**src/sv/grc_pkg.sv**
```systemverilog
package grc_pkg;

  // Screen and walk geometry.
  localparam int COLUMNS   = 53;
  localparam int ROWS_N    = 21;
  localparam int MAX_STEPS = 64;

  // Field and datapath widths.
  localparam int COL_W    = 6;
  localparam int POS_W    = 24;
  localparam int DIR_W    = 16;
  localparam int PITCH_W  = 3;
  localparam int DIST_W   = 16;
  localparam int ROW_W    = 5;
  localparam int CHAR_W   = 8;
  localparam int CFG_IDX_W = 3;
  localparam int CAM_W    = 17;
  localparam int CAM_ENTRIES = 2 ** COL_W;
  localparam int PROD_W   = DIR_W + CAM_W;
  localparam int RAY_W    = 18;
  localparam int FRAC_W   = 8;
  localparam int COORD_W  = 18;
  localparam int DLT_W    = 32;
  localparam int SD_W     = 48;
  localparam int STEP_W   = $clog2(MAX_STEPS + 1);
  localparam int HGT_W    = 13;
  localparam int SPAN_W   = 15;
  localparam int SH_W     = 20;

  // Divider chain: one quotient bit per cell.
  localparam int DIV_CELLS = 32;
  localparam int DVD_W     = DIV_CELLS;
  localparam int DVS_W     = 17;
  localparam int REM_W     = DVS_W;

  localparam logic [DVD_W-1:0] DELTA_DIVIDEND  = DVD_W'(64'd1 << 30);
  localparam logic [DVD_W-1:0] HEIGHT_DIVIDEND = DVD_W'(ROWS_N * 256);
  localparam logic [DLT_W-1:0] DELTA_INF       = DLT_W'(64'd1 << 31);

  // Room hash. Only bits 0 to 2 of the final hash are used, and the last
  // multiplier is odd with its low three bits equal to one, so the last
  // multiplication leaves those bits unchanged.
  localparam int HASH_SH = 16;
  localparam int HASH_W  = HASH_SH + 3;
  localparam logic [31:0] HASH_MUL_X = 32'd73856093;
  localparam logic [31:0] HASH_MUL_Y = 32'd19349663;
  localparam int MIRROR_OFS = 10000;

  // Shade thresholds.
  localparam int SHADE_STEP = 2560;
  localparam int SHADE_MUL  = 12;
  localparam int SHADE_MAX  = 9;

  typedef enum logic [1:0] {
    TAG_X,
    TAG_Y,
    TAG_H
  } grc_tag_e;

  typedef enum logic [CFG_IDX_W-1:0] {
    REG_CAM_POS_X,
    REG_CAM_POS_Y,
    REG_VIEW_DIR_X,
    REG_VIEW_DIR_Y,
    REG_CAM_PLANE_X,
    REG_CAM_PLANE_Y,
    REG_ROW_PITCH
  } grc_reg_e;

  typedef enum logic [3:0] {
    ST_IDLE,
    ST_MUL,
    ST_DIVX,
    ST_DIVY,
    ST_DWAIT,
    ST_INIT,
    ST_WALK,
    ST_DIST,
    ST_HDIV,
    ST_HWAIT,
    ST_DONE
  } grc_state_e;

  // One word moving down the divider chain.
  typedef struct packed {
    logic             valid;
    grc_tag_e         tag;
    logic [REM_W-1:0] rem;
    logic [DVD_W-1:0] dq;
    logic [DVS_W-1:0] dvs;
  } grc_div_t;

  typedef logic signed [CAM_W-1:0] grc_cam_tab_t [CAM_ENTRIES];

  // Camera-space coordinate of each column, in Q2.14.
  function automatic grc_cam_tab_t build_cam_tab();
    grc_cam_tab_t tab;
    int v;
    for (int i = 0; i < CAM_ENTRIES; i++) begin
      v = (2 * i * 16384) / COLUMNS - 16384;
      tab[i] = CAM_W'(v);
    end
    return tab;
  endfunction

  localparam grc_cam_tab_t CAM_TAB = build_cam_tab();

  // ASCII shade ramp, darkest first.
  function automatic logic [CHAR_W-1:0] shade_char(logic [3:0] idx);
    logic [CHAR_W-1:0] c;
    unique case (idx)
      4'd0:    c = "@";
      4'd1:    c = "%";
      4'd2:    c = "#";
      4'd3:    c = "*";
      4'd4:    c = "+";
      4'd5:    c = "=";
      4'd6:    c = "-";
      4'd7:    c = ":";
      4'd8:    c = ".";
      default: c = " ";
    endcase
    return c;
  endfunction

endpackage

```
**src/sv/grc_div_cell.sv**
```systemverilog
module grc_div_cell
  import grc_pkg::*;
(
  input  logic     clk_i,
  input  logic     rst_ni,
  input  grc_div_t cell_i,
  output grc_div_t cell_o
);

  logic [REM_W:0] trial;
  logic [REM_W:0] diff;
  logic           ge;
  grc_div_t       nxt;
  grc_div_t       pay_q;
  logic           valid_q;

  // One restoring division step: shift in the next dividend bit and subtract.
  always_comb begin
    trial = {cell_i.rem, cell_i.dq[DVD_W-1]};
    diff  = trial - {1'b0, cell_i.dvs};
    ge    = (trial >= {1'b0, cell_i.dvs});
    nxt   = cell_i;
    nxt.rem = ge ? diff[REM_W-1:0] : trial[REM_W-1:0];
    nxt.dq  = {cell_i.dq[DVD_W-2:0], ge};
  end

  // The valid bit is control state; the rest of the word needs no reset.
  always_ff @(posedge clk_i or negedge rst_ni) begin
    if (!rst_ni) begin
      valid_q <= 1'b0;
    end else begin
      valid_q <= cell_i.valid;
    end
  end

  always_ff @(posedge clk_i) begin
    pay_q <= nxt;
  end

  assign cell_o = '{valid: valid_q, tag: pay_q.tag, rem: pay_q.rem,
                    dq: pay_q.dq, dvs: pay_q.dvs};

endmodule

```
**src/sv/grc_div_chain.sv**
```systemverilog
module grc_div_chain
  import grc_pkg::*;
(
  input  logic     clk_i,
  input  logic     rst_ni,
  input  grc_div_t div_i,
  output grc_div_t div_o
);

  grc_div_t link [DIV_CELLS+1];

  assign link[0] = div_i;

  // Each cell resolves one quotient bit and hands the word to the next.
  for (genvar g = 0; g < DIV_CELLS; g++) begin : g_cell
    grc_div_cell u_cell (
      .clk_i  (clk_i),
      .rst_ni (rst_ni),
      .cell_i (link[g]),
      .cell_o (link[g+1])
    );
  end

  assign div_o = link[DIV_CELLS];

endmodule

```
**config.mk**
```make
export PLATFORM = sky130hd
export DESIGN_NAME = grc_div_chain
export DESIGN_NICKNAME = d
export VERILOG_FILES = /design/src/sv/grc_pkg.sv /design/src/sv/grc_div_cell.sv /design/src/sv/grc_div_chain.sv
export SDC_FILE = /design/constraint.sdc
export NUM_CORES = 2
export LEC_CHECK = 0
export BUFFER_PORTS_ARGS = -buffer_cell sky130_fd_sc_hd__buf_2
export CORE_UTILIZATION = 56
export CTS_CLUSTER_SIZE = 25
export DETAILED_ROUTE_END_ITERATION = 7
export PLACE_DENSITY = 0.77
export SYNTH_ARGS = -nofsm -noshare
export SYNTH_HDL_FRONTEND = slang
export SYNTH_HIERARCHICAL = 1
export SYNTH_SLANG_ARGS = --single-unit
```
**constraint.sdc**
```tcl
create_clock -name clk_i -period 2.4 [get_ports clk_i]
set_input_delay 0.48 -clock clk_i [delete_from_list [all_inputs] [get_ports clk_i]]
set_output_delay 0.48 -clock clk_i [all_outputs]
set_load 0.01 [all_outputs]
```
==> flow_summary.ini <==
[synthesis]
synth.distinct_cells = 47
synth_edf_count = 0
synth_cells = 7104
synth.most_common_cell = dfxtp_1
ys_seq_area_frac = 0.538
synth_seq_cells = 2208
syn_nets = 7751
yosysTopAreaCellShare = 0.528
syn_area_per_cell_sq_um = 11.6
synth_top_cells_by_count = dfxtp_1, inv_1, ha_1
ys_warn_count = 6
synth_top_area_cell = dfxtp_1
ys.flop_type = dfxtp_1
syn_area_sq_mm = 0.0824
ys_async_sr_fraction = 0.0145
netlist_top_cells_area = dfxtp_1, ha_1, mux2_4

[die]
die_w_um = 386
coreArea_sq_mm = 0.146
initial_utilization = 0.565
fp.dieH_um = 386
row_count = 140
die_area_sq_mm = 0.149
io_pins = 140

[place]
hpwl_um = 125000
gp_congestion = 0.947
io_buffers = 139
place_ws_ns = -0.115

[route]
drc = 0
drt_iter0_drc = 3057
routed_wl_um = 173000
num_vias = 52900
avgViaCountPerCell = 5.35
ant_nets = 0
wire_per_inst_um = 17.5
first_pass_iters = 6

[worst_setup_path]
start_kind = flip-flop
crit_path_cell_trace = inv_1, ha_1, inv_2, fa_2, a21oi_2, or3_4, a21oi_4, o21bai_4, and2_4, inv_12, mux2_4
end_kind = flip-flop
crit_fanout = 5
worst_ep_arrival_time_ns = 3.06
required_ns = 3.10
worst-setup-path-type = flip-flop to flip-flop
max_stage_delay_ns = 0.36
cp_slowest_cell = or3_4
reg2reg_depth = 11

[clocking]
cts_sinks = 2208
cts.path.max_buffers = 3
cts_buffers = 208
htreeDepth = 4
cts_root_buffer = clkbuf_16
insertion_delay_ns = 0.83
cts_tree = yes
path_clk_slew_ns = 0.07

[grt]
grt_max_degree = 33
gr-total-overflow = 0
grt_antenna_before_repair = 2
grt_pass1_vias = 52800
grt_pass1_wl_um = 273000
grt.total_usage = 0.226

[cells_and_area]
fillers = 10600
area_growth_pct = 17.5
drive_gt1_frac = 0.224
finish.utilization = 0.664
diodes = 0
nets = 8434

[timing]
post-route-period-util = 0.984
worst_slew_margin_rel = 0.543
fmax_ghz = 0.424
maxSlewViolCount = 0
hold_violations = 0
tightestPinTransition_ns = 0.685
whs_ns = 0.232
finalSetupViolations = 0
period_minus_slack_ns = 2.36
setup_slack_ns = 0.0388
finalClockSkew_ns = 0.0300

[power_and_ir_drop]
power_density_mw_per_mm2 = 1600
ir_drop_mv = 0.970
p_total_mw = 155
leakagePower_nw = 43.4

[worst_hold_path]
hold_path_class = input port to asynchronous set/reset pin

[status]
outcome = complete, no violations

[flow_run]
drv_cap = 0
logic make-up after synthesis:
logic type      after synthesis  share of synthesized area
fa+ha+maj                   576                     0.0903
compound gates             1504                      0.137
flops                      2208                      0.538
xor+xnor                    352                     0.0374
mux                         352                     0.0622
simple gates               1312                     0.0860
buf+inv                     800                     0.0491
report_power, final:
part / total [mW] / switching (mW) / internal, mW
combinational: 66.3 / 33.0 / 33.4
clock: 35.4 / 14.5 / 20.9
sequential: 53.1 / 5.70 / 47.4
total: 155 / 53.1 / 102
cells in the final DEF (no fill, tap or decap), types with 33 or more instances in the layout:
cell / n
dfxtp_1: 2136
inv_1: 692
ha_1: 470
a21oi_1: 367
mux2_4: 320
buf_4: 312
nand2_1: 285
xnor2_1: 256
nand3_1: 224
o21ai_0: 213
clkbuf_16: 209
nor2_1: 192
buf_2: 139
nor3_1: 125
a21o_1: 96
nand2b_1: 96
xor2_1: 96
and2_1: 95
a21boi_0: 91
a21oi_2: 80
o31ai_2: 79
dlygate4sd3_1: 69
o21bai_1: 64
o21a_1: 64
o2bb2ai_1: 64
ha_4: 44
clkinv_2: 43
dfxtp_2: 40
bufinv_16: 34
a21oi_4: 33
critical path, delay by kind of cell (launching register included):
family | cells | cell delay (ns)
buf+inv | 3 | 0.21
compound gates | 3 | 0.36
mux | 1 | 0.31
flops | 1 | 0.34
fa+ha+maj | 2 | 0.42
simple gates | 2 | 0.59
flip-flops by register name, summed over array words and instances (netlist names):
signal and count:
g_cell.u_cell/cell_o 2176, g_cell.u_cell/valid_q 32
layer usage:
metal  global-route usage  up-vias  wire [um]
li1                     -    26100          -
met1                0.288    25100      76700
met2                0.392     1302      84000
met3               0.0324      395       7010
met4               0.0785        0       5350
met5                    0        -          0
through the flow:
stage,TNS [ns],instance area (sq um),std cells
after floorplan,0,82500,7104
after global placement,-1.04,86700,9372
after detailed placement,-1.32,86700,9372
after CTS,0,95200,9836
after global routing,-0.641,96900,9887
final,0,96900,9887
repair_timing:
item / 4_1_cts / 5_1_grt
hold buffers: 69 / 0
setup endpoints to repair: 31 / 407
cloned: 0 / 9
setup buffers: 2 / 42
gates resized for setup: 9 / 289
hold endpoints to repair: 100 / 0
pin swaps: 0 / 51
worst paths after layout:
path	start	slack [ns]	end
hold reg to reg	g_cell[29].u_cell/cell_o[27]$_DFF_P_	0.32	g_cell[30].u_cell/cell_o[28]$_DFF_P_
hold / removal	rst_ni	0.23	g_cell[27].u_cell/valid_q$_DFF_PN0_
max in group asynchronous	rst_ni	1.73	g_cell[7].u_cell/valid_q$_DFF_PN0_
setup / recovery	g_cell[22].u_cell/cell_o[48]$_DFF_P_	0.04	g_cell[23].u_cell/cell_o[52]$_DFF_P_
min in group clk_i	div_i[35]	0.28	g_cell[0].u_cell/cell_o[36]$_DFF_P_
setup reg to reg	g_cell[22].u_cell/cell_o[48]$_DFF_P_	0.04	g_cell[23].u_cell/cell_o[52]$_DFF_P_
area by class of cell:
class / instances / area, sq um / share of cell area
sequential: 2208 / 44400 / 0.459
multi-input combinational: 4096 / 35300 / 0.365
clock buffer: 262 / 5750 / 0.0594
timing repair buffer: 528 / 3830 / 0.0396
inverter: 736 / 3170 / 0.0327
tap: 1917 / 2400 / 0.0248
clock inverter: 131 / 1910 / 0.0197
timing repair inverter: 9 / 81.3 / 0.000840
Note: power is estimated with default switching activity, not from simulation.
